--- config.mk ---
export PLATFORM = sky130hd
export DESIGN_NAME = irib_div
export DESIGN_NICKNAME = d
export VERILOG_FILES = /design/src/rtl/imu_ring_interpolate_blend_core_macros.svh /design/src/rtl/irib_pkg.sv /design/src/rtl/irib_div.sv
export SDC_FILE = /design/constraint.sdc
export NUM_CORES = 1
export LEC_CHECK = 0
export ABC_AREA = 1
export BUFFER_PORTS_ARGS = -buffer_cell sky130_fd_sc_hd__buf_2
export CAP_MARGIN = 5
export CORE_MARGIN = 2
export CORE_UTILIZATION = 55
export CTS_BUF_LIST = sky130_fd_sc_hd__clkbuf_16
export CTS_CLUSTER_SIZE = 24
export DETAILED_ROUTE_END_ITERATION = 12
export PLACE_DENSITY = 0.76
export SYNTH_ARGS = -nofsm -noshare
export SYNTH_HDL_FRONTEND = slang
export SYNTH_SLANG_ARGS = --single-unit
--- constraint.sdc ---
create_clock -name i_clk -period 4.8 [get_ports i_clk]
set_input_delay 0.96 -clock i_clk [delete_from_list [all_inputs] [get_ports i_clk]]
set_output_delay 0.96 -clock i_clk [all_outputs]
set_load 0.005 [all_outputs]
--- src/rtl/imu_ring_interpolate_blend_core_macros.svh ---
// assertion macros for the rtl, included by irib_exec
`ifndef IMU_RING_INTERPOLATE_BLEND_CORE_MACROS_SVH
`define IMU_RING_INTERPOLATE_BLEND_CORE_MACROS_SVH

// implication in the same cycle
`define IRIB_ASSERT_NOW(label, clk, rst_n, ante, cons) \
    label: assert property (@(posedge clk) disable iff (!rst_n) (ante) |-> (cons)) \
        else $error("irib assertion failed");

// implication in the next cycle
`define IRIB_ASSERT_NEXT(label, clk, rst_n, ante, cons) \
    label: assert property (@(posedge clk) disable iff (!rst_n) (ante) |=> (cons)) \
        else $error("irib assertion failed");

`endif

--- src/rtl/irib_pkg.sv ---
package irib_pkg;

    localparam int TIME_W    = 48;
    localparam int TARGET_W  = TIME_W + 1;
    localparam int ANGLE_W   = 16;
    localparam int PERIOD_W  = 20;
    localparam int FRAC_BITS = 15;
    localparam int MAG_W     = TARGET_W;
    localparam int DEN_W     = TIME_W;
    localparam int DVD_W     = MAG_W + FRAC_BITS;
    localparam int QUOT_W    = 32;

    localparam int QUEUE_DEPTH = 2;
    localparam int QUEUE_AW    = 1;

    localparam logic [PERIOD_W-1:0] SCAN_PERIOD_RESET = 20'd100000;

    localparam logic CMD_STORE  = 1'b0;
    localparam logic CMD_UPDATE = 1'b1;

    typedef struct packed {
        logic                      cmd;
        logic [TIME_W-1:0]         event_time;
        logic signed [ANGLE_W-1:0] sample_roll;
        logic signed [ANGLE_W-1:0] sample_pitch;
        logic signed [ANGLE_W-1:0] est_pitch;
        logic signed [ANGLE_W-1:0] est_roll;
    } t_in_item;

    typedef struct packed {
        logic signed [ANGLE_W-1:0] fused_pitch;
        logic signed [ANGLE_W-1:0] fused_roll;
        logic                      imu_applied;
        logic                      interpolated;
    } t_out_item;

    // store: time is the sample time; update: time is scan time plus period
    typedef struct packed {
        logic                      is_update;
        logic [TARGET_W-1:0]       time_val;
        logic signed [ANGLE_W-1:0] ang_pitch;
        logic signed [ANGLE_W-1:0] ang_roll;
    } t_queue_entry;

    typedef struct packed {
        logic         valid;
        t_queue_entry entry;
    } t_queue_push;

    typedef struct packed {
        logic full;
        logic empty;
    } t_queue_status;

    typedef struct packed {
        logic             start;
        logic [MAG_W-1:0] mag;
        logic [DEN_W-1:0] den;
    } t_div_req;

    typedef struct packed {
        logic              done;
        logic [QUOT_W-1:0] quot;
    } t_div_rsp;

endpackage

--- src/rtl/irib_div.sv ---
module irib_div
    import irib_pkg::*;
(
    input  logic     i_clk,
    input  logic     i_rst_n,
    input  t_div_req i_req,
    output t_div_rsp o_rsp
);

    localparam int                STEP_W    = $clog2(DVD_W);
    localparam logic [QUOT_W-1:0] QUOT_SAT  = QUOT_W'(1) << (QUOT_W - 1);

    logic [DEN_W-1:0]  r_rem;
    logic [DVD_W-1:0]  r_dvd;
    logic [DEN_W-1:0]  r_den;
    logic [STEP_W-1:0] r_cnt;
    logic              r_busy;
    logic              r_done;
    logic [DEN_W-1:0]  n_rem;
    logic [DVD_W-1:0]  n_dvd;
    logic [DEN_W-1:0]  n_den;
    logic [STEP_W-1:0] n_cnt;
    logic              n_busy;
    logic              n_done;
    logic [DEN_W:0]    rem_sh;
    logic [DEN_W:0]    rem_sub;
    logic              ge;
    logic              sat;

    assign rem_sh  = {r_rem, r_dvd[DVD_W-1]};
    assign rem_sub = rem_sh - {1'b0, r_den};
    assign ge      = (rem_sh >= {1'b0, r_den});

    always_comb begin
        n_rem  = r_rem;
        n_dvd  = r_dvd;
        n_den  = r_den;
        n_cnt  = r_cnt;
        n_busy = r_busy;
        n_done = 1'b0;
        if (i_req.start) begin
            n_busy = 1'b1;
            n_cnt  = '0;
            n_rem  = '0;
            n_dvd  = {i_req.mag, FRAC_BITS'(0)};
            n_den  = i_req.den;
        end else if (r_busy) begin
            n_rem = ge ? rem_sub[DEN_W-1:0] : rem_sh[DEN_W-1:0];
            n_dvd = {r_dvd[DVD_W-2:0], ge};
            n_cnt = r_cnt + 1'b1;
            if (r_cnt == STEP_W'(DVD_W - 1)) begin
                n_busy = 1'b0;
                n_done = 1'b1;
            end
        end
    end

    always_ff @(posedge i_clk) begin
        if (!i_rst_n) begin
            r_busy <= 1'b0;
            r_done <= 1'b0;
            r_cnt  <= '0;
        end else begin
            r_busy <= n_busy;
            r_done <= n_done;
            r_cnt  <= n_cnt;
        end
    end

    always_ff @(posedge i_clk) begin
        r_rem <= n_rem;
        r_dvd <= n_dvd;
        r_den <= n_den;
    end

    // integer parts of 2^16 or more saturate the interpolated angle anyway
    assign sat        = |r_dvd[DVD_W-1:QUOT_W-1];
    assign o_rsp.done = r_done;
    assign o_rsp.quot = sat ? QUOT_SAT : r_dvd[QUOT_W-1:0];

endmodule

==> qor.yml <==
global_routing:
  grt_util_all_layers: 0.2908
  overflow: 0
  antenna_found_initial: 0
  grt_max_degree: 82
  grt_pass1_wl_um: 49070
  grt_pass1_vias: 9849
synthesis:
  synth_area_leaders: "edfxtp_1 27%, nand2_1 22%, dfxtp_1 13%, inv_1 9.7%, ha_1 5.6%"
  synth.most_common_cell: "nand2_1"
  avgSynthCellArea_um2: 6.784
  ys_types: 44
  yosys.area.top_type: "edfxtp_1"
  synthTopCellsByCount: "629 x nand2_1, 284 x inv_1, 128 x nor2_1"
  seq_area_frac_synth: 0.3956
  synth_nets: 1765
  synth_seq_cells: 168
  syn_area_um2: 10960
  ys.flop_type: "edfxtp_1"
  synth_edf_count: 97
  syn_inst: 1615
  ys_warn_count: 0
  postSynth.asyncResetShare: 0
  synth_top_cell_area_share: 0.2659
route:
  wl_per_cell_um: 15.06
  wl_met2_um: 14110
  routed_wl_um: 30290
  ant_nets: 0
  drc: 0
  top_layer: "met4"
  drt-initial-drc-count: 821
  detail_route.first_pass.iterations: 5
  viasPerCell: 5.154
  met1_length_um: 13810
  vias: 10364
  met3_length_um: 1831
power:
  power_density_nw_per_um2: 268.5
  leakagePower_nw: 6.580
  vdd_drop_max_mv: 0.2270
  finalPower_mw: 3.335
layout:
  drive_above_1_share: 0.1123
  nets: 1883
  fillers: 1864
  final_area_um2: 12420
  num_antenna_cells: 0
  area.sequential_um2: 4334
  syn2layout_area_growth_pct: 13.38
  final_cells: 2011
  multiInputGateArea_um2: 5345
flow_run:
  cap_violations: 0
die:
  die_w_um: 145.1
  ioPinCount: 133
  rows: 51
  core_um2: 19530
  start_util: 0.5611
  dieArea_um2: 21060
  die_h_um: 145.1
clocking:
  tritoncts: "yes"
  clk_pin_slew_ns: 0.07
  cts_sinks: 168
  cts-hold-fix-buffers: 0
  cts_root_buf: "clkbuf_16"
  cts_buffers: 17
  htreeDepth: 4
  worstSkewPairLatency_ns: 0.44
  cts_resized: 0
  clockBufferDepth: 2
  post_cts_buffers: 0
worst_setup_path:
  worstSetupStartpointType: "register"
  arrival_ns: 2.57
  crit_required_ns: 3.84
  cp_max_fo: 32
  startpoint: "r_dvd[50]$_DFFE_PP_"
  crit_type: "register to output port"
  critPathCaptureType: "output port"
  r2r-start: "r_rem[42]$_SDFFE_PP0P_"
timing:
  relSlewSlack: 0.2962
  max_freq_ghz: 0.2835
  period_needed_ns: 3.528
  fin_setup_tns_ns: 0
  timing.hold.ws_ns: 0.4705
  post-route-period-util: 0.7350
  rsz0062_at_grt: "false"
  tightest_slew_ns: 1.053
  hold_viol_final: 0
  skew_ns: 0.01502
  finalSetupViolCount: 0
  slew_violations: 0
placement:
  io_buffers: 132
  place_hpwl_um: 23040
  post_dp_cell_area_um2: 11850
  gp_congestion: 1.011
  dp_cells: 1979
min_path:
  hold_path_startpoint: "r_rem[31]$_SDFFE_PP0P_"
  hold_class: "register to register"
outcome:
  status: "complete, no violations"
[cell families after synthesis]
logic type      count (synthesis)  synth area share
compound gates                 97           0.05356
xor+xnor                       23           0.01839
fa+ha+maj                      50           0.05779
buf+inv                       336            0.1179
flops                         168            0.3956
simple gates                  941            0.3568
[power by group]
| part | leakage, nW | switching (mW) | internal, mW |
|---|---|---|---|
| Clock | 0.280 | 0.670 | 0.693 |
| Sequential | 1.56 | 0.0297 | 1.61 |
| Combinational | 4.74 | 0.218 | 0.116 |
[worst max-delay path, stage by stage (launching register included)]
cell	delay, ns
edfxtp_1	0.40
nor4_1	0.35
nand4_1	0.17
nor2_1	0.12
nand2_1	0.59
nor2_1	0.33
buf_2	0.16
[metrics by stage]
stage | worst slack [ns] | util
2_1_floorplan | 1.450 | -
3_3_place_gp | 1.747 | 0.6066
3_5_place_dp | 1.654 | 0.6066
4_1_cts | 1.247 | 0.6362
5_1_grt | 1.033 | 0.6362
6_report | 1.272 | 0.6362
[layout make-up]
type                            instances  share of cell area
Sequential cell                       168              0.3489
Timing Repair Buffer                  141             0.05882
Inverter                              294             0.08884
Multi-Input combinational cell       1111              0.4303
Tap cell                              265             0.02669
Clock inverter                         15             0.01219
Clock buffer                           17             0.03425
[sequential cells by signal (all words and copies together), names as in the netlist]
signal  cells
r_cnt       6
r_rem      48
r_busy      1
r_den      48
r_dvd      64
r_done      1
[placed cells by master, fill, tap and decap left out, types with 11 or more instances in the layout]
cell type / synthesis / routed
inv_1: 284 / 284
dfxtp_1: 71 / 71
nand4_1: 48 / 48
ha_1: 49 / 49
a21oi_1: 32 / 32
nand3b_1: 11 / 11
nand2_1: 629 / 629
o21ai_0: 25 / 25
edfxtp_1: 97 / 97
nand3_1: 89 / 89
clkbuf_16: 0 / 17
o22ai_1: 14 / 14
buf_2: 3 / 131
nor2_1: 128 / 126
xnor2_1: 22 / 22
[final timing paths]
kind | depth (start not counted) | to | slack [ns]
setup / recovery | 6 | o_rsp[30] | 1.27
hold / removal | 2 | r_rem[31]$_SDFFE_PP0P_ | 0.47
setup reg to reg | 14 | r_rem[34]$_SDFFE_PP0P_ | 1.60
hold reg to reg | 2 | r_rem[31]$_SDFFE_PP0P_ | 0.47
[per-layer routing]
layer | global-route usage | up-vias
li1 | - | 5291
met1 | 0.3928 | 4698
met2 | 0.4793 | 336
met3 | 0.05126 | 39
met4 | 0.08824 | 0
met5 | 0 | -
No activity file was read; power rests on OpenSTA's default activity.
