File: src/rtl/imu_ring_interpolate_blend_core_macros.svh
// assertion macros for the rtl, included by irib_exec
`ifndef IMU_RING_INTERPOLATE_BLEND_CORE_MACROS_SVH
`define IMU_RING_INTERPOLATE_BLEND_CORE_MACROS_SVH

// implication in the same cycle
`define IRIB_ASSERT_NOW(label, clk, rst_n, ante, cons) \
    label: assert property (@(posedge clk) disable iff (!rst_n) (ante) |-> (cons)) \
        else $error("irib assertion failed");

// implication in the next cycle
`define IRIB_ASSERT_NEXT(label, clk, rst_n, ante, cons) \
    label: assert property (@(posedge clk) disable iff (!rst_n) (ante) |=> (cons)) \
        else $error("irib assertion failed");

`endif

File: src/rtl/irib_pkg.sv
package irib_pkg;

    localparam int TIME_W    = 48;
    localparam int TARGET_W  = TIME_W + 1;
    localparam int ANGLE_W   = 16;
    localparam int PERIOD_W  = 20;
    localparam int FRAC_BITS = 15;
    localparam int MAG_W     = TARGET_W;
    localparam int DEN_W     = TIME_W;
    localparam int DVD_W     = MAG_W + FRAC_BITS;
    localparam int QUOT_W    = 32;

    localparam int QUEUE_DEPTH = 2;
    localparam int QUEUE_AW    = 1;

    localparam logic [PERIOD_W-1:0] SCAN_PERIOD_RESET = 20'd100000;

    localparam logic CMD_STORE  = 1'b0;
    localparam logic CMD_UPDATE = 1'b1;

    typedef struct packed {
        logic                      cmd;
        logic [TIME_W-1:0]         event_time;
        logic signed [ANGLE_W-1:0] sample_roll;
        logic signed [ANGLE_W-1:0] sample_pitch;
        logic signed [ANGLE_W-1:0] est_pitch;
        logic signed [ANGLE_W-1:0] est_roll;
    } t_in_item;

    typedef struct packed {
        logic signed [ANGLE_W-1:0] fused_pitch;
        logic signed [ANGLE_W-1:0] fused_roll;
        logic                      imu_applied;
        logic                      interpolated;
    } t_out_item;

    // store: time is the sample time; update: time is scan time plus period
    typedef struct packed {
        logic                      is_update;
        logic [TARGET_W-1:0]       time_val;
        logic signed [ANGLE_W-1:0] ang_pitch;
        logic signed [ANGLE_W-1:0] ang_roll;
    } t_queue_entry;

    typedef struct packed {
        logic         valid;
        t_queue_entry entry;
    } t_queue_push;

    typedef struct packed {
        logic full;
        logic empty;
    } t_queue_status;

    typedef struct packed {
        logic             start;
        logic [MAG_W-1:0] mag;
        logic [DEN_W-1:0] den;
    } t_div_req;

    typedef struct packed {
        logic              done;
        logic [QUOT_W-1:0] quot;
    } t_div_rsp;

endpackage

File: src/rtl/irib_fifo.sv
module irib_fifo
    import irib_pkg::*;
(
    input  logic          i_clk,
    input  logic          i_rst_n,
    input  t_queue_push   i_push,
    input  logic          i_pop,
    output t_queue_status o_stat,
    output t_queue_entry  o_head
);

    t_queue_entry            r_mem [QUEUE_DEPTH];
    logic [QUEUE_AW-1:0]     r_wr_ptr;
    logic [QUEUE_AW-1:0]     r_rd_ptr;
    logic [QUEUE_AW:0]       r_count;
    logic [QUEUE_AW-1:0]     n_wr_ptr;
    logic [QUEUE_AW-1:0]     n_rd_ptr;
    logic [QUEUE_AW:0]       n_count;
    logic                    do_push;
    logic                    do_pop;

    assign o_stat.full  = (r_count == (QUEUE_AW+1)'(QUEUE_DEPTH));
    assign o_stat.empty = (r_count == '0);
    assign o_head       = r_mem[r_rd_ptr];

    assign do_push = i_push.valid && !o_stat.full;
    assign do_pop  = i_pop && !o_stat.empty;

    always_comb begin
        n_wr_ptr = r_wr_ptr;
        n_rd_ptr = r_rd_ptr;
        n_count  = r_count;
        if (do_push) begin
            n_wr_ptr = r_wr_ptr + 1'b1;
        end
        if (do_pop) begin
            n_rd_ptr = r_rd_ptr + 1'b1;
        end
        if (do_push && !do_pop) begin
            n_count = r_count + 1'b1;
        end else if (!do_push && do_pop) begin
            n_count = r_count - 1'b1;
        end
    end

    always_ff @(posedge i_clk) begin
        if (!i_rst_n) begin
            r_wr_ptr <= '0;
            r_rd_ptr <= '0;
            r_count  <= '0;
        end else begin
            r_wr_ptr <= n_wr_ptr;
            r_rd_ptr <= n_rd_ptr;
            r_count  <= n_count;
        end
    end

    always_ff @(posedge i_clk) begin
        if (do_push) begin
            r_mem[r_wr_ptr] <= i_push.entry;
        end
    end

endmodule

File: config.mk
export PLATFORM = sky130hd
export DESIGN_NAME = irib_fifo
export DESIGN_NICKNAME = d
export VERILOG_FILES = /design/src/rtl/imu_ring_interpolate_blend_core_macros.svh /design/src/rtl/irib_pkg.sv /design/src/rtl/irib_fifo.sv
export SDC_FILE = /design/constraint.sdc
export NUM_CORES = 1
export LEC_CHECK = 0
export ABC_AREA = 1
export BUFFER_PORTS_ARGS = -buffer_cell sky130_fd_sc_hd__buf_2
export CAP_MARGIN = 10
export CORE_MARGIN = 8
export CORE_UTILIZATION = 35
export DETAILED_ROUTE_END_ITERATION = 16
export PLACE_DENSITY = 0.57
export SETUP_SLACK_MARGIN = 0.4
export SLEW_MARGIN = 20
export SYNTH_ARGS = -nofsm -noshare
export SYNTH_HDL_FRONTEND = slang
export SYNTH_SLANG_ARGS = --single-unit
File: constraint.sdc
create_clock -name i_clk -period 4.73 [get_ports i_clk]
set_input_delay 0.7095 -clock i_clk [delete_from_list [all_inputs] [get_ports i_clk]]
set_output_delay 0.7095 -clock i_clk [all_outputs]
set_load 0.01 [all_outputs]
==> results of run 1 <==
## where the power goes
| group | internal [mW] | switching (mW) | total (mW) |
|---|---|---|---|
| logic | 0.538 | 0.497 | 1.04 |
| clock network | 0.908 | 0.572 | 1.48 |
| registers | 1.89 | 0.109 | 2.00 |
## cell usage in the layout, fill, tap and decap left out, drive strengths merged
cell type / instances
ha: 1
clkinvlp: 4
clkbuf: 20
bufinv: 4
mux2: 82
nand4: 1
nand3: 1
edfxtp: 164
buf: 175
dfxtp: 5
inv: 13
nand2: 6
o21ai: 3
a21oi: 1
nor2: 11
## worst max path at each step
stage                     slack, ns          end  cells past startpoint        from
after floorplan                0.01  r_mem[0][0]                      2  i_push[82]
after global placement         2.13   o_head[26]                      3        flop
after detailed placement       2.10    o_head[5]                      3        flop
after CTS                      1.64    o_head[5]                      3        flop
after global routing           1.58   o_head[13]                      3        flop
final                          1.72    o_head[5]                      3        flop
## state kept, by name, indices dropped and copies added (netlist names), named ones only
signal and cells:
r_wr_ptr 1, r_mem 164, r_count 2, r_rd_ptr 1
## area by class of cell
cell class,count,area (sq um)
clock inverter,12,187.7
inverter,9,33.78
clock buffer,20,446.7
tap,234,292.8
fill,1639,10290
multi-input combinational,106,1350
sequential,169,5029
timing repair buffer,175,948.4
## cells by family (layout without fill, tap and decap cells)
logic type | after synthesis | after routing
buffers and inverters | 18 | 216
AO/OA/AOI/OAI | 4 | 4
multiplexers | 82 | 82
adder cells (fa/ha/maj) | 1 | 1
flip-flops | 169 | 169
AND/OR/NAND/NOR | 19 | 19
## critical path: cells and delay by family, from the launching register on
family,cells,cell delay [ns]
buf+inv,2,0.64
flops,1,0.88
mux,1,0.34
## routing by layer
metal | routed length [um] | vias up | share of wire
met1 | 5534 | 1559 | 0.44
met5 | 0 | - | 0
met3 | 950 | 5 | 0.075
li1 | - | 1508 | -
met2 | 6063 | 101 | 0.48
met4 | 82 | 0 | 0.0065
==> impl_metrics.yaml, run 1 <==
status:
  outcome: "finished, final reports clean"
synth:
  syn_avg_cell_area_sq_um: 22.41
  ys_seq_area_frac: 0.7654
  syn_area_sq_mm: 0.006565
  syn-num-nets: 380
  yosys.area_share.simple: 0.01144
  yosys.area.top_type: "edfxtp_1"
  ys.warnings.count: 0
  ys_types: 15
  synth_mux_area_frac: 0.1864
  ys_seq_elements: 169
  synth_top_family_by_area: "multiplexers"
  netlist_instances: 293
  ys_top_cells_by_count: "164 x edfxtp_1, 80 x mux2_4, 11 x nor2_1"
  synth_fa_ha_area_frac: 0.001906
  synth-compound-area-share: 0.003621
  synthTopCellsByArea: "edfxtp_1 75%, mux2_4 18%, buf_12 2.4%"
  synth_edf_count: 164
  yosysMostFrequentCell: "edfxtp_1"
  synthArstFlopShare: 0
  ys.flop_type: "edfxtp_1"
  synthXorXnorAreaFrac: 0
  yosys.area.top_type_share: 0.7501
die:
  core_area_sq_mm: 0.01858
  die_w_um: 153.0
  num_rows: 50
  dieArea_sq_mm: 0.02340
  start_util: 0.3533
  die_h_um: 153.0
  ioPinCount: 170
clock_tree:
  cts_buffers: 17
  cts.clk_slew.worst_paths_ns: 0.07
  clk_latency_ns: 0.42
  post-cts-setup-buffers: 0
  cts_tree: "done"
  ctsResizeCount: 0
  clockBufferDepth: 2
  htreeDepth: 4
  cts.sinks: 169
  clockRootBuffer: "clkbuf_16"
  cts_hold_buf: 0
route:
  wl_per_cell_um: 17.42
  drtPass1Iterations: 4
  final_antenna_net_count: 0
  first_iter_violations: 88
  via_per_inst: 4.377
  drc_errors: 0
  vias: 3173
  finalWirelength_um: 12630
final_layout:
  fin_util: 0.4461
  area_delta_synth_final_pct: 26.24
  final_nets: 565
  diodes: 0
  stdcell_count: 725
  drive_gt1_frac: 0.5927
  fin_area_sq_mm: 0.008288
critical_path:
  r2r_cells: 3
  critical_path.cell_chain: "buf_4 -> mux2_4 -> buf_2"
  r2r_start: "r_count[0]"
  arrival_ns: 2.30
  critPathSlowestCell: "dfxtp_4"
  rrSetupSlack_ns: 2.93
  worstSetupPathType: "reg2out"
  timing.rr.end: "r_mem[1][67]"
  worst_path_largest_cell_delay_ns: 0.88
  start_kind: "flop"
  setup.worst_path.end_class: "primary output"
  cp_data_required_time_ns: 4.02
  path_max_fanout: 41
hold_path:
  hold_path_class: "in2reg"
  hold_path_startpoint: "i_push[32]"
  hold_depth: 1
  worstHoldEndpoint: "r_mem[1][32]"
sta:
  clock_skew_ns: 0.006865
  max-slew-margin-rel: 0.4659
  timing.fmax_mhz: 332.4
  slew_viol_final: 0
  fin_setup_tns_ns: 0
  period_share: 0.6360
  worstMarginPinSlew_ns: 0.8012
  hold_viol: 0
  rsz0062_at_grt: "false"
  fin_crit_ns: 3.008
  setup_viol: 0
  layout_setup_ws_ns: 1.722
  whs_ns: 0.4793
global_routing:
  grt_max_degree: 48
  grt_util_met3: 0.05216
  grt-busiest-layer: "met2"
  grt_usage: 0.1085
  gr-total-overflow: 0
  grt_pass1_wl_um: 19530
  grt_pass1_vias: 3627
  grt_use_met2: 0.1808
  antenna_found_initial: 0
  grt.met1_usage: 0.1213
placed_design:
  post-place-cells: 691
  io_buffers: 169
  place_ws_ns: 2.102
  hpwl_um: 8492
  gp_congestion: 0.6940
  dpl_cell_area_sq_mm: 0.007606
flow_run:
  max-cap-violations: 0
power_and_ir_drop:
  leakagePower_nw: 3.258
  power.density_mw_per_mm2: 544.9
  ir_drop_mv: 0.3405
  p_total_mw: 4.516
Note: power is estimated with default switching activity, not from simulation.
==> inputs of run 2 (changes only) <==
Settings changed: ABC_AREA 1 to 0, PLACE_DENSITY 0.57 to 0.55.
Clock period 4.73 ns to 2.8 ns, I/O delays scaled along.
==> run 2 against run 1 <==
  * Worst setup slack worse by 1.1 ns
  * Synthesized cell count is 4.4% lower
  * Sequential power is 65% higher
  * Clock skew is 0.0012 ns lower
  * Wire length is 1.2% lower
  * Highest routed layer is now met5
==> impl_metrics.yaml, run 2 <==
critical_path:
  cp_data_required_time_ns: 2.38
  r2r_cells: 4
  path_max_fanout: 25
  arrival_ns: 1.76
  worstSetupPathType: "reg2out"
  start_kind: "flop"
  setup.worst_path.end_class: "primary output"
final_layout:
  drive_gt1_frac: 0.6159
  final_nets: 553
  largest_register_ffs: 164
  final_cell_mix: "169 x buf_2, 164 x edfxtp_1, 82 x mux2_2"
  area_delta_synth_final_pct: 29.15
  largest_registers: "r_mem (164), r_count (2)"
  mostFrequentLayoutCell: "buf_2"
  regMostFlops: "r_mem"
sta:
  whs_ns: 0.1895
  timing.fmax_mhz: 458.2
  setup_viol: 0
  worstMarginPinSlew_ns: 0.6827
  hold_viol: 0
  slew_viol_final: 0
  period_share: 0.7795
  max-slew-margin-rel: 0.5448
  clock_skew_ns: 0.005650
  fin_crit_ns: 2.182
  rsz0062_at_grt: "false"
synth:
  yosys.area.top_type: "edfxtp_1"
  ys.flop_type: "edfxtp_1"
  yosysMostFrequentCell: "edfxtp_1"
  synthArstFlopShare: 0
  ys_seq_elements: 169
  ys.warnings.count: 0
  synth_edf_count: 164
  synthTopCellsByArea: "edfxtp_1 80%, mux2_2 15%, dfxtp_1 1.6%"
  syn-num-nets: 367
  netlist_instances: 280
  yosys.area.top_type_share: 0.8011
  syn_area_sq_mm: 0.006147
  syn_avg_cell_area_sq_um: 21.95
  ys_types: 21
  ys_top_cells_by_count: "164 x edfxtp_1, 82 x mux2_2, 8 x buf_4"
  ys_seq_area_frac: 0.8174
clock_tree:
  cts_tree: "done"
  cts_hold_buf: 0
  cts_buffers: 17
  post-cts-setup-buffers: 0
  cts.sinks: 169
  clk_latency_ns: 0.41
  htreeDepth: 4
  clockBufferDepth: 2
  clockRootBuffer: "clkbuf_16"
  ctsResizeCount: 0
  cts.clk_slew.worst_paths_ns: 0.07
die:
  num_rows: 48
  start_util: 0.3566
  dieArea_sq_mm: 0.02206
  die_w_um: 148.5
  ioPinCount: 170
  core_area_sq_mm: 0.01724
  die_h_um: 148.5
global_routing:
  grt_max_degree: 50
  grt_pass1_vias: 3552
  grt_usage: 0.1148
  antenna_found_initial: 4
  grt_pass1_wl_um: 19090
  gr-total-overflow: 0
route:
  vias: 3194
  top_layer_used: "met5"
  drc_errors: 0
  via_per_inst: 4.530
  wl_per_cell_um: 17.70
  finalWirelength_um: 12480
  final_antenna_net_count: 0
  first_iter_violations: 116
  route.met3.wl_um: 1295
  wl_met2_um: 6092
  drtPass1Iterations: 4
  m1WireLength_um: 4916
status:
  outcome: "finished, final reports clean"
placed_design:
  hpwl_um: 8583
  io_buffers: 169
  gp_congestion: 0.6955
power_and_ir_drop:
  leakagePower_nw: 2.945
  p_total_mw: 7.460
  ir_drop_mv: 0.4458
  power.density_mw_per_mm2: 939.7
flow_run:
  max-cap-violations: 0
hold_path:
  hold_depth: 1
  hold_path_class: "in2reg"
## run 2: worst paths after layout
check        startpoint           end  slack (ns)
max                flop     o_head[4]        0.62
min          i_push[57]  r_mem[0][57]        0.19
min reg2reg  r_count[1]    r_count[1]        0.57
max reg2reg  r_count[0]  r_mem[0][80]        1.08
## run 2: critical path: stages (launching register included)
cell and delay [ns]:
dfxtp_4 0.45, buf_4 0.36, mux2_2 0.38, buf_2 0.14
## run 2: cell type report
| cell class | count | area (sq um) |
|---|---|---|
| clock inverters | 15 | 197.7 |
| multi-input cells | 100 | 1069 |
| well taps | 225 | 281.5 |
| inverters | 2 | 10.01 |
| repair buffers | 176 | 923.4 |
| fillers | 1538 | 9298 |
| diodes | 1 | 2.502 |
| flip-flops and latches | 169 | 5030 |
| clock buffers | 17 | 425.4 |
## run 2: logic make-up (layout without fill, tap and decap cells)
| family | Yosys count | after routing | synth area share |
|---|---|---|---|
| flip-flops | 169 | 169 | 0.8174 |
| multiplexers | 82 | 82 | 0.1502 |
| buffers and inverters | 11 | 210 | 0.01180 |
| AND/OR/NAND/NOR | 9 | 9 | 0.008959 |
| AO/OA/AOI/OAI | 5 | 5 | 0.005292 |
| XOR/XNOR | 3 | 3 | 0.004275 |
| adder cells (fa/ha/maj) | 1 | 1 | 0.002035 |
| other | 0 | 1 | 0 |
## run 2: routing by layer
metal  vias to the layer above  GRT usage
met5                         -          0
met4                         8    0.03672
met3                        19    0.06655
met2                       117     0.1870
met1                      1560     0.1229
li1                       1490          -
## run 2: through the flow
step / TNS (ns) / instance area, sq um / setup slack (ns) / util / std cells
2_1_floorplan: -14.37 / 6166 / -0.1742 / - / 280
4_1_cts: 0 / 7936 / 0.5666 / 0.4604 / 704
6_report: 0 / 7939 / 0.6175 / 0.4606 / 705
3_5_place_dp: 0 / 7313 / 1.038 / 0.4243 / 672
3_3_place_gp: 0 / 7313 / 1.070 / 0.4243 / 672
5_1_grt: 0 / 7936 / 0.5066 / 0.4604 / 704
## run 2: report_power, final
group          internal (mW)  total [mW]  leakage [nW]  switching [mW]
logic                  0.811        1.72          1.07           0.912
clock network           1.50        2.44         0.301           0.946
registers               3.18        3.30          1.57           0.113
total                   5.49        7.46          2.95            1.97
==> inputs of run 3 (changes only) <==
Settings changed: ABC_AREA 0 to 1, PLACE_DENSITY 0.55 to 0.57.
Clock period 2.8 ns to 2 ns, I/O delays scaled along.
==> run 3 against run 2 <==
  * Final cell count grew 5.1%
  * Sequential share of layout area shrank 7.5 points
  * Register-to-register slack lost 0.53 ns
  * Clock power grew 37%
  * Critical path type unchanged
==> impl_metrics.yaml, run 3 (same netlist as run 1, synthesis figures left out) <==
placed_design:
  dpl_cell_area_sq_mm: 0.007665
  io_buffers: 169
  gp_congestion: 0.6910
  hpwl_um: 8456
  place_ws_ns: 0.4790
  post-place-cells: 694
final_layout:
  stdcell_count: 741
  diodes: 0
  area_delta_synth_final_pct: 37.18
  final_nets: 581
  largest_registers: "r_mem (164), r_count (2)"
  final_cell_mix: "164 x edfxtp_1, 108 x buf_2, 82 x mux2_4"
  fin_area_sq_mm: 0.009006
  regMostFlops: "r_mem"
  drive_gt1_frac: 0.6075
  fin_util: 0.4847
  mostFrequentLayoutCell: "edfxtp_1"
  largest_register_ffs: 164
flow_run:
  max-cap-violations: 0
critical_path:
  arrival_ns: 1.60
  rrSetupSlack_ns: 0.55
  cp_data_required_time_ns: 1.70
  start_kind: "flop"
  setup.worst_path.end_class: "primary output"
  timing.rr.end: "r_count[1]"
  r2r_start: "r_count[1]"
  worstSetupPathType: "reg2out"
  r2r_cells: 9
  path_max_fanout: 7
clock_tree:
  cts.clk_slew.worst_paths_ns: 0.06
  clk_latency_ns: 0.42
  cts_buffers: 17
  cts.sinks: 169
  cts_tree: "done"
  clockBufferDepth: 2
  htreeDepth: 4
  clockRootBuffer: "clkbuf_16"
power_and_ir_drop:
  power.density_mw_per_mm2: 1282
  leakagePower_nw: 3.547
  p_total_mw: 11.54
  ir_drop_mv: 0.6220
global_routing:
  grt_max_degree: 66
  grt_usage: 0.1176
  grt_pass1_vias: 3703
  antenna_found_initial: 1
  grt_pass1_wl_um: 20800
  gr-total-overflow: 0
route:
  route.met3.wl_um: 1023
  wl_per_cell_um: 18.28
  finalWirelength_um: 13550
  via_per_inst: 4.420
  drc_errors: 0
  wl_met2_um: 6798
  first_iter_violations: 87
  vias: 3275
  top_layer_used: "met5"
  final_antenna_net_count: 0
  drtPass1Iterations: 4
  m1WireLength_um: 5512
hold_path:
  hold_path_startpoint: "i_push[10]"
  hold_depth: 1
  hold_path_class: "in2reg"
  worstHoldEndpoint: "r_mem[0][10]"
die:
  die_h_um: 153.0
  dieArea_sq_mm: 0.02340
  num_rows: 50
  core_area_sq_mm: 0.01858
  ioPinCount: 170
  start_util: 0.3533
  die_w_um: 153.0
sta:
  fin_crit_ns: 1.901
  layout_setup_ws_ns: 0.09944
  setup_viol: 0
  whs_ns: 0.07048
  slew_viol_final: 0
  period_share: 0.9503
  max-slew-margin-rel: 0.7419
  worstMarginPinSlew_ns: 0.3871
  fin_setup_tns_ns: 0
  hold_viol: 0
  clock_skew_ns: 0.007993
  timing.fmax_mhz: 526.2
  rsz0062_at_grt: "true"
status:
  outcome: "finished, final reports clean"
run 3: repair_timing:
| item | CTS | global route |
|---|---|---|
| hold buffers | 0 | 0 |
| buffers inserted | 7 | 0 |
| setup endpoints to repair | 82 | 82 |
| gates cloned | 8 | 0 |
| resized for setup | 85 | 1 |
run 3: worst max-delay path: stages (launching register included):
cell and delay (ns):
dfxtp_4 0.35, buf_12 0.14, buf_8 0.13, buf_12 0.14, mux2_4 0.31, buf_6 0.12
run 3: area by class of cell:
class	count	area [sq um]
sequential	169	5032
fill	1573	9574
clock buffer	18	429.2
inverter	9	33.78
multi-input combinational	106	1365
clock inverter	14	178.9
tap	234	292.8
timing repair buffer	191	1674
run 3: report_power, final:
group / internal, mW / total (mW) / leakage, nW / switching (mW)
clock: 2.07 / 3.35 / 0.294 / 1.27
combinational: 2.05 / 3.57 / 1.68 / 1.53
sequential: 4.48 / 4.62 / 1.57 / 0.140
run 3: metal layers:
metal,track usage,vias to the layer above
met5,0,-
met4,0.04524,2
met3,0.05075,15
met2,0.1959,113
met1,0.1314,1603
li1,-,1542
run 3: worst max-delay path by stage:
stage | start | endpoint | slack [ns]
after floorplan | r_count[1] | r_mem[0][0] | -0.11
after global placement | flop | o_head[59] | 0.48
after detailed placement | flop | o_head[59] | 0.48
after CTS | flop | o_head[65] | 0.07
after global routing | flop | o_head[66] | 0.04
final | flop | o_head[66] | 0.1
