$ cat src/rtl/imu_ring_interpolate_blend_core_macros.svh
// assertion macros for the rtl, included by irib_exec
`ifndef IMU_RING_INTERPOLATE_BLEND_CORE_MACROS_SVH
`define IMU_RING_INTERPOLATE_BLEND_CORE_MACROS_SVH

// implication in the same cycle
`define IRIB_ASSERT_NOW(label, clk, rst_n, ante, cons) \
    label: assert property (@(posedge clk) disable iff (!rst_n) (ante) |-> (cons)) \
        else $error("irib assertion failed");

// implication in the next cycle
`define IRIB_ASSERT_NEXT(label, clk, rst_n, ante, cons) \
    label: assert property (@(posedge clk) disable iff (!rst_n) (ante) |=> (cons)) \
        else $error("irib assertion failed");

`endif

$ cat src/rtl/irib_pkg.sv
package irib_pkg;

    localparam int TIME_W    = 48;
    localparam int TARGET_W  = TIME_W + 1;
    localparam int ANGLE_W   = 16;
    localparam int PERIOD_W  = 20;
    localparam int FRAC_BITS = 15;
    localparam int MAG_W     = TARGET_W;
    localparam int DEN_W     = TIME_W;
    localparam int DVD_W     = MAG_W + FRAC_BITS;
    localparam int QUOT_W    = 32;

    localparam int QUEUE_DEPTH = 2;
    localparam int QUEUE_AW    = 1;

    localparam logic [PERIOD_W-1:0] SCAN_PERIOD_RESET = 20'd100000;

    localparam logic CMD_STORE  = 1'b0;
    localparam logic CMD_UPDATE = 1'b1;

    typedef struct packed {
        logic                      cmd;
        logic [TIME_W-1:0]         event_time;
        logic signed [ANGLE_W-1:0] sample_roll;
        logic signed [ANGLE_W-1:0] sample_pitch;
        logic signed [ANGLE_W-1:0] est_pitch;
        logic signed [ANGLE_W-1:0] est_roll;
    } t_in_item;

    typedef struct packed {
        logic signed [ANGLE_W-1:0] fused_pitch;
        logic signed [ANGLE_W-1:0] fused_roll;
        logic                      imu_applied;
        logic                      interpolated;
    } t_out_item;

    // store: time is the sample time; update: time is scan time plus period
    typedef struct packed {
        logic                      is_update;
        logic [TARGET_W-1:0]       time_val;
        logic signed [ANGLE_W-1:0] ang_pitch;
        logic signed [ANGLE_W-1:0] ang_roll;
    } t_queue_entry;

    typedef struct packed {
        logic         valid;
        t_queue_entry entry;
    } t_queue_push;

    typedef struct packed {
        logic full;
        logic empty;
    } t_queue_status;

    typedef struct packed {
        logic             start;
        logic [MAG_W-1:0] mag;
        logic [DEN_W-1:0] den;
    } t_div_req;

    typedef struct packed {
        logic              done;
        logic [QUOT_W-1:0] quot;
    } t_div_rsp;

endpackage

$ cat src/rtl/irib_front.sv
module irib_front
    import irib_pkg::*;
(
    input  logic                i_clk,
    input  logic                i_rst_n,
    input  logic                i_cfg_we,
    input  logic [PERIOD_W-1:0] i_cfg_data,
    input  logic                i_in_valid,
    output logic                o_in_ready,
    input  t_in_item            i_in_data,
    input  t_queue_status       i_q_stat,
    output t_queue_push         o_push
);

    logic [PERIOD_W-1:0] r_scan_period;
    logic [PERIOD_W-1:0] n_scan_period;

    always_comb begin
        n_scan_period = r_scan_period;
        if (i_cfg_we) begin
            n_scan_period = i_cfg_data;
        end
    end

    always_ff @(posedge i_clk) begin
        if (!i_rst_n) begin
            r_scan_period <= SCAN_PERIOD_RESET;
        end else begin
            r_scan_period <= n_scan_period;
        end
    end

    assign o_in_ready = !i_q_stat.full;

    always_comb begin
        o_push.valid = i_in_valid && !i_q_stat.full;
        if (i_in_data.cmd == CMD_UPDATE) begin
            o_push.entry.is_update = 1'b1;
            o_push.entry.time_val  = {1'b0, i_in_data.event_time}
                                   + TARGET_W'(r_scan_period);
            o_push.entry.ang_pitch = i_in_data.est_pitch;
            o_push.entry.ang_roll  = i_in_data.est_roll;
        end else begin
            o_push.entry.is_update = 1'b0;
            o_push.entry.time_val  = {1'b0, i_in_data.event_time};
            o_push.entry.ang_pitch = i_in_data.sample_pitch;
            o_push.entry.ang_roll  = i_in_data.sample_roll;
        end
    end

endmodule

$ cat config.mk
export PLATFORM = sky130hd
export DESIGN_NAME = irib_front
export DESIGN_NICKNAME = d
export VERILOG_FILES = /design/src/rtl/imu_ring_interpolate_blend_core_macros.svh /design/src/rtl/irib_pkg.sv /design/src/rtl/irib_front.sv
export SDC_FILE = /design/constraint.sdc
export NUM_CORES = 1
export LEC_CHECK = 0
export BUFFER_PORTS_ARGS = -buffer_cell sky130_fd_sc_hd__buf_2
export CAP_MARGIN = 15
export CORE_MARGIN = 5
export CORE_UTILIZATION = 43
export DETAILED_ROUTE_END_ITERATION = 16
export GPL_ROUTABILITY_DRIVEN = 0
export PLACE_DENSITY_LB_ADDON = 0.1
export SETUP_SLACK_MARGIN = 0.2
export SLEW_MARGIN = 20
export SYNTH_ARGS = -nofsm -noshare
export SYNTH_HDL_FRONTEND = slang
export SYNTH_SLANG_ARGS = --single-unit
export TNS_END_PERCENT = 100
$ cat constraint.sdc
create_clock -name i_clk -period 2.55 [get_ports i_clk]
set_input_delay 0.255 -clock i_clk [delete_from_list [all_inputs] [get_ports i_clk]]
set_output_delay 0.255 -clock i_clk [all_outputs]
set_load 0.1 [all_outputs]
==> summary.txt, run 1 <==
Place
  – Placed Area: 6730 sq um
  – Number of port buffers: roughly 220
  – Detail Placement HPWL: roughly 16000 um

Die
  – Row cnt: 31
  – Chip Height: between 90 and 100 um
  – Die width: a little under 100 um
  – IO Pins: around 220
  – Initial Util: roughly 44%

Clock network
  – Clk buf depth: 2
  – Post-CTS Repair Setup Buffers: 17
  – CTS H-tree lvls: 1
  – Clk Tree Root Cell: clkbuf_8
  – CTS resizes: 95
  – Hold-fix buffers at CTS: 0
  – Num Clock Sinks: 20
  – Cts bufs inserted: 3

Yosys
  – Cells after synthesis: 411
  – Synth cell types: between 40 and 50
  – Main flop type after synthesis: dfxtp_1
  – EDFF count, synth: 0
  – Seq cells post-synth: 20
  – Post-synth top area share: about 16%
  – Area leader, netlist: mux2_2
  – Ys Warns: 0
  – Synth area leaders: mux2_2 16%, dfxtp_1 12%, xnor2_1 8.6%
  – Cell Area, Synth: approximately 3300 sq um
  – Sequential share of the synthesized area: about an eighth
  – Synthesized netlist net count: ~570
  – Mean Syn Cell Area: 7.92 sq um
  – Ys async rst share: 0%

Status
  – Failed at: clock tree synthesis
  – Outcome: stopped before the end
  – Run Error: [ERROR DPL-0038] Utilization greater than 100%, impossible to legalize
[per-stage QoR]
stage                     utilization [%]  std cells  hold slack (ps)  setup slack [ps]
after global placement               91.8        802              468              -283
after floorplan                         -        411              384              -436
after detailed placement             91.8        802              480              -439
[cells in the mapped netlist (2+ instances only)]
master and n:
buf_2 5, nand3_1 11, a21oi_1 25, ha_1 20
a21o_1 7, a211oi_1 4, o211a_1 2, nor3_1 6
dfxtp_1 20, nor4_1 4, o21ai_0 18, nor2_1 22
nand2_1 39, buf_1 3, o31ai_1 4, o211ai_1 11
o21a_1 4, and2_1 6, clkbuf_1 13, mux2_2 46
clkbuf_2 3, and4_1 5, xnor2_1 32, inv_1 5
nand4_1 12, o2111ai_1 8, and3_1 11, mux2i_1 20
nor2b_1 17, xor2_1 9
[cell families after synthesis]
family	after synthesis	share of synthesized area, %
mux	66	22.1
buf+inv	30	3.88
fa+ha+maj	21	8.30
flops	20	12.3
compound gates	96	20.8
xor+xnor	41	11.0
simple gates	137	21.7
==> inputs of run 2 (changes only) <==
- CORE_UTILIZATION: 43 -> 40
- PLACE_DENSITY_LB_ADDON: 0.1 -> 0.15
- SETUP_SLACK_MARGIN: 0.2 -> default
==> run 2 against run 1 <==
  * The flow now finishes, with violations (negative setup slack)
  * Synthesized cell count unchanged
  * Synthesized area did not move
==> summary.txt, run 2 <==
Status
  – Outcome: complete, but fails checks (was stopped before the end)
  – Failing checks: negative setup slack

Timing
  – Setup-failing EPs final: between 40 and 50
  – Slew @ Worst Pin: between 700 and 800 ps
  – Setup TNS: -21170 ps
  – Final worst slack: -644 ps
  – Clock Skew: 0 ps
  – Final Hold Viols: 0
  – Final min period: 3190 ps
  – Max Clock Freq: ~0.31 GHz
  – Worst slew margin: between 50 and 60%
  – Final worst-path cycle share: 125%
  – Max-slew violations: 0
  – RSZ-0062 raised after global routing: yes

Power and ir drop
  – Worst vdd ir: 0.346 mV
  – Leakage: between 3 and 4 nW
  – Total power draw: 3.10 mW
  – PwrDens: 422 nW/um^2

Setup path
  – R2R depth: 3
  – Bufs and invs on worst path: 4
  – Required @ worst endpoint: approximately 2300 ps
  – Critical Path, Cell by Cell: ha_1 > buf_4 > nand3_1 > a21oi_2 > buf_4 > o21ai_2 > buf_4 > a2111oi_4 > nor3_2 > o31ai_4 > buf_12
  – CP arrival: between 2000 and 3000 ps
  – CP Class: register to primary output
  – Crit path top cell by count: buf_4
  – Critical path's slowest cell: a2111oi_4
  – Crit path depth: 11
  – CP peak stage delay: about 400 ps
  – Crit path max fanout: 3
  – CP delay by family, top: compound AO/OA/AOI/OAI gates
  – Crit path capture type: primary output
  – Worst Setup Start Kind: register

Hold path
  – Min-Delay Path Class: input port to register
  – Hold depth: 3

Die
  – Initial Util: 40.2% (was 44.4%)
  – Die width: 100 um (was 97.0 um)
  – Core Area: between 8000 and 9000 sq um
  – IO Pins: 223 (unchanged)
  – Chip Height: 100 um (was 97.0 um)
  – Area of the die: 10000 sq um
  – Row cnt: 33 (was 31)

Yosys
  – Sequential share of the synthesized area: 12.3% (unchanged)
  – Most frequent cell after synthesis: mux2_2 (unchanged)
  – Synth cell types: 49 (unchanged)
  – Main flop type after synthesis: dfxtp_1 (unchanged)
  – Ys async rst share: 0% (unchanged)
  – Ys Warns: 0 (unchanged)
  – Post-synth top area share: 15.9% (unchanged)
  – Mean Syn Cell Area: 7.92 sq um (unchanged)
  – Cell Area, Synth: 3260 sq um (unchanged)
  – Synth cell count leaders: 46 x mux2_2, 39 x nand2_1, 32 x xnor2_1 (unchanged)
  – Cells after synthesis: 411 (unchanged)
  – Synth area leaders: mux2_2 16%, dfxtp_1 12%, xnor2_1 8.6% (unchanged)
  – Area leader, netlist: mux2_2 (unchanged)
  – Synthesized netlist net count: 571 (unchanged)
  – Seq cells post-synth: 20 (unchanged)
  – EDFF count, synth: 0 (unchanged)

Drt
  – WL/cell: around 25 um
  – WL final: approximately 21000 um
  – Final antenna-violating net count: 0
  – Drt pass-1 iters: 7
  – Vias/cell: ~6.3
  – 1st-iter DRT viols: around 450
  – Via count: 5251
  – Post-route DRC violation count: 0

Clock network
  – Clock slew at reported path FFs: 80 ps
  – Cts bufs inserted: 3 (unchanged)
  – Clk buf depth: 2 (unchanged)
  – Num Clock Sinks: 20 (unchanged)
  – Clk Tree Root Cell: clkbuf_8 (unchanged)
  – Hold-fix buffers at CTS: 0 (unchanged)
  – Later-pin clock latency in the skew report: roughly 260 ps
  – CTS tree: done
  – CTS H-tree lvls: 1 (unchanged)

Global routing
  – First-pass GRT wire length: about 28000 um
  – Vias in the first global route: roughly 5200
  – Overflow after GRT: 0
  – Overall routing resource usage: 34.9%
  – Largest net degree at the start of global routing: 34
  – Antenna violations before repair: 1

Run
  – Max-Cap Viols: 0

Place
  – Detail Placement HPWL: 12900 um (was 15700 um)
  – Number of port buffers: 221 (unchanged)

Finish
  – Layout cells sized above 1: between 60% and 70%
  – Nets: between 800 and 900
  – Register cell area after layout: 408 sq um
  – Synthesis-to-finish area growth: 125%
  – Most common cell after layout, fill and taps aside: buf_2
  – Max reg flops: 20
  – Top Registers: r_scan_period x20
  – Highest-count cells in the layout ignoring fill and taps: 176 x buf_2, 102 x buf_4, 47 x buf_12, 40 x mux2_2, 34 x nand2_1
  – Filler Cells Inserted: just over 300
  – Multi-input logic area: 3990 sq um
  – Top reg by flops: r_scan_period
==> run 2: kinds of logic (layout without fill, tap and decap cells) <==
logic type | after synthesis | count (layout) | share of synthesized area, %
and+or+nand+nor | 137 | 137 | 21.7
buffers and inverters | 30 | 345 | 3.88
DFF | 20 | 20 | 12.3
adders and majority gates | 21 | 21 | 8.30
muxes | 66 | 66 | 22.1
other | 0 | 1 | 0
AOI/OAI and AO/OA | 96 | 96 | 20.8
xor gates and xnor gates | 41 | 41 | 11.0
==> run 2: final cells by class <==
type	count	share of cell area [%]
flip-flops and latches	20	5.56
inverters	5	0.256
well taps	105	1.79
clock buffers	3	0.563
repair buffers	336	37.0
multi-input cells	361	54.4
clock inverters	1	0.410
diodes	1	0.0341
==> run 2: where the power goes <==
part / switching [mW] / internal (mW)
clock: 0.128 / 0.210
sequential: 0.0186 / 0.332
combinational: 1.55 / 0.856
total: 1.70 / 1.40
==> run 2: worst min-delay path: stages <==
cell	delay, ps
buf_2	70
mux2i_1	50
nand2_1	50
==> run 2: per-layer routing <==
layer,global-route usage (%),vias up,wire [um],part of all wire [%]
met1,40.4,2423,7180,34
met3,7.57,167,2170,10
met4,16.3,0,1640,7.7
met2,61.1,495,10200,48
li1,-,2166,-,-
met5,0,-,0,0
==> run 2: path summary, 6_finish.rpt <==
check | from | endpoint | slack [ps]
setup reg to reg | r_scan_period[11] | r_scan_period[11] | 1760
setup / recovery | r_scan_period[2] | o_push[51] | -640
hold reg to reg | r_scan_period[16] | r_scan_period[16] | 520
hold / removal | i_cfg_data[16] | r_scan_period[16] | 200
==> run 2: what timing repair did <==
action	in CTS	in global routing
pin swaps	41	20
buffers inserted	18	9
setup endpoints to repair	43	44
resized for setup	49	22
==> run 2: metrics by stage <==
step                hold WS, ps  instance area, sq um  instances  setup slack, ps  util [%]
floorplan                   384                  4270        411             -436         -
global placement            460                  6700        805             -328      82.8
detailed placement          478                  6700        805             -369      82.8
CTS                         199                  7160        825             -476      88.5
global route                221                  7330        832             -722      90.6
finish                      197                  7330        832             -644      90.6
No activity file was read; power rests on OpenSTA's default activity.
==> inputs of run 3 (changes only) <==
--- a/config.mk
+++ b/config.mk
@@ -13,2 +13,3 @@
 export GPL_ROUTABILITY_DRIVEN = 0
+export GPL_TIMING_DRIVEN = 0
 export PLACE_DENSITY_LB_ADDON = 0.15
==> constraint.sdc (replaced) <==
create_clock -name i_clk -period 2.55 [get_ports i_clk]
set_input_delay 0.3825 -clock i_clk [delete_from_list [all_inputs] [get_ports i_clk]]
set_output_delay 0.3825 -clock i_clk [all_outputs]
set_load 0.1 [all_outputs]
==> run 3 against run 2 <==
  * Core utilization shrank 0.68 points
  * First-iteration DRC count up 43%
  * The flow still finishes with violations (negative setup slack)
  * Clock skew unchanged
  * Hold slack gained 130 ps
  * Final area decreased by 0.75%
  * Critical path depth unchanged
==> summary.txt, run 3 (synthesis results as in run 2) <==
Timing
  – Worst hold slack: 322 ps (was 197 ps)
  – Final min period: 3470 ps (was 3190 ps)
  – Final worst slack: -918 ps (was -644 ps)
  – Max-slew violations: 0 (unchanged)
  – Max Clock Freq: 0.288 GHz (was 0.313 GHz)
  – RSZ-0062 raised after global routing: yes (unchanged)
  – Final worst-path cycle share: 136% (was 125%)
  – Final Hold Viols: 0 (unchanged)
  – Slew @ Worst Pin: 955 ps (was 722 ps)
  – Clock Skew: 0 ps (unchanged)
  – Worst slew margin: 36.3% (was 51.8%)
  – Setup TNS: -26490 ps (was -21170 ps)
  – Setup-failing EPs final: 45 (unchanged)

Drt
  – 1st-iter DRT viols: 647 (was 451)
  – Drt pass-1 iters: 6 (was 7)
  – WL final: 21900 um (was 21200 um)
  – Via count: 5232 (was 5251)
  – Post-route DRC violation count: 0 (unchanged)
  – Final antenna-violating net count: 0 (unchanged)
  – WL/cell: 27.9 um (was 25.5 um)
  – Vias/cell: 6.66 (was 6.31)

Global routing
  – Antenna violations before repair: 1 (unchanged)
  – Overall routing resource usage: 34.6% (was 34.9%)
  – Vias in the first global route: 4941 (was 5219)
  – Largest net degree at the start of global routing: 13 (was 34)
  – First-pass GRT wire length: 27700 um (was 28000 um)
  – Overflow after GRT: 0 (unchanged)

Setup path
  – CP peak stage delay: 420 ps (was 400 ps)
  – CP Class: register to primary output (unchanged)
  – Crit path top cell by count: buf_12 (was buf_4)
  – Critical path's slowest cell: o211ai_1 (was a2111oi_4)
  – CP arrival: 3090 ps (was 2940 ps)
  – Crit path capture type: primary output (unchanged)
  – Crit path max fanout: 5 (was 3)
  – Worst r2r src: r_scan_period[15] (was r_scan_period[11])
  – Required @ worst endpoint: 2170 ps (was 2300 ps)
  – Worst setup startpoint: r_scan_period[0] (was r_scan_period[2])
  – R2R depth: 3 (unchanged)
  – Critical Path, Cell by Cell: ha_4 > fa_2 > a21o_1 > a221oi_4 > buf_4 > or4_4 > a21oi_4 > buf_12 > o211ai_1 > xnor2_4 > buf_12 (was ha_1 > buf_4 > nand3_1 > a21oi_2 > buf_4 > o21ai_2 > buf_4 > a2111oi_4 > nor3_2 > o31ai_4 > buf_12)
  – Worst Setup Start Kind: register (unchanged)

Die
  – Die width: 100 um (unchanged)
  – IO Pins: 223 (unchanged)
  – Initial Util: 40.2% (unchanged)
  – Area of the die: 10000 sq um (unchanged)
  – Chip Height: 100 um (unchanged)
  – Core Area: 8090 sq um (unchanged)
  – Row cnt: 33 (unchanged)

Clock network
  – Num Clock Sinks: 20 (unchanged)
  – CTS H-tree lvls: 1 (unchanged)
  – CTS tree: done (unchanged)
  – Clock slew at reported path FFs: 80 ps (about the same)
  – Hold-fix buffers at CTS: 0 (unchanged)
  – Later-pin clock latency in the skew report: 270 ps (was 260 ps)
  – Clk Tree Root Cell: clkbuf_8 (unchanged)
  – Cts bufs inserted: 3 (unchanged)
  – Clk buf depth: 2 (unchanged)

Finish
  – Multi-input logic area: 4300 sq um (was 3990 sq um)
  – Nets: 841 (was 887)
  – Most common cell after layout, fill and taps aside: buf_2 (unchanged)
  – Top reg by flops: r_scan_period (unchanged)
  – Register cell area after layout: 419 sq um (was 408 sq um)
  – Top Registers: r_scan_period x20 (unchanged)
  – Ant. Diodes: 0 (was 1)
  – Core Util, Final: 89.9% (was 90.6%)
  – Layout cells sized above 1: 71.0% (was 69.3%)
  – Fin area: 7280 sq um (was 7330 sq um)
  – Max reg flops: 20 (unchanged)
  – Filler Cells Inserted: 325 (was 303)
  – Synthesis-to-finish area growth: 123% (was 125%)
  – Highest-count cells in the layout ignoring fill and taps: 176 x buf_2, 43 x buf_12, 41 x buf_4, 36 x mux2_2, 28 x nand2_1 (was 176 x buf_2, 102 x buf_4, 47 x buf_12, 40 x mux2_2, 34 x nand2_1)

Power and ir drop
  – PwrDens: 425 nW/um^2 (was 422 nW/um^2)
  – Internal Power: 1.36 mW (was 1.40 mW)
  – Clock power share: 10.9% (about the same)
  – P_sw: 1.73 mW (was 1.70 mW)
  – Combinational power share: 77.6% (was 77.8%)
  – Worst vdd ir: 0.307 mV (was 0.346 mV)
  – Leakage: 3.08 nW (was 3.27 nW)
  – Switching Share: 55.9% (was 54.8%)
  – Total power draw: 3.10 mW (about the same)
  – Sequential Power Share: 11.5% (was 11.3%)

Run
  – Max-Cap Viols: 0 (unchanged)

Status
  – Outcome: complete, but fails checks (unchanged)
  – Failing checks: negative setup slack (unchanged)

Place
  – Placed Area: 5560 sq um (was 6700 sq um)
  – Number of port buffers: 219 (was 221)
  – Detail Placement HPWL: 11000 um (was 12900 um)

Hold path
  – Hold depth: 3 (unchanged)
  – Min-Delay Path Class: input port to register (unchanged)
  – Min-Delay Startpoint: i_cfg_data[16] (unchanged)
-- run 3: cell count changes in the layout (fill, tap and decap cells not counted), sizes merged --
cell and change:
buf -58, clkbuf +12, diode -1
-- run 3: repair_timing --
item	CTS	global route
buffers inserted	31	27
pin swaps	71	39
gates cloned	1	0
endpoints found under the setup margin	59	72
gates resized for setup	257	60
-- run 3: power by group through the flow --
| stage | logic (mW) | registers (mW) | clock network, mW |
|---|---|---|---|
| after floorplan | 1.45 | 0.351 | 0 |
| after global placement | 1.79 | 0.354 | 0 |
| after detailed placement | 1.81 | 0.355 | 0 |
| after CTS | 2.16 | 0.351 | 0.337 |
| after global routing | 2.45 | 0.356 | 0.353 |
| final | 2.40 | 0.355 | 0.337 |
-- run 3: area by class of cell --
type	count	area share [%]
clock buffers	3	0.567
flip-flops and latches	20	5.76
multi-input cells	361	59.1
clock inverters	1	0.413
well taps	105	1.81
inverters	5	0.258
plain buffers	16	1.31
repair buffers	274	30.8
-- run 3: per-layer routing --
layer	vias up	GRT usage, %	part of all wire (%)
met2	583	59.0	46
met4	2	12.2	8.0
met5	-	0	0.050
li1	2068	-	-
met3	189	8.62	12
met1	2390	42.2	34
-- run 3: worst max-delay path, delay by kind of cell (launching register included) --
kind	cells	cell delay (ps)
AOI/OAI and AO/OA	4	1080
and+or+nand+nor	1	140
DFF	1	340
adders and majority gates	2	520
xor gates and xnor gates	1	180
buffers and inverters	3	550
-- run 3: metrics by stage --
step / setup slack, ps / std cells
floorplan: -660 / 411
global placement: -969 / 735
detailed placement: -981 / 735
CTS: -709 / 763
global route: -970 / 785
finish: -918 / 785
-- run 3: worst paths after layout --
| path | end | slack [ps] |
|---|---|---|
| max | o_push[66] | -920 |
| min | r_scan_period[16] | 320 |
| min reg2reg | r_scan_period[16] | 500 |
| max reg2reg | r_scan_period[15] | 1760 |
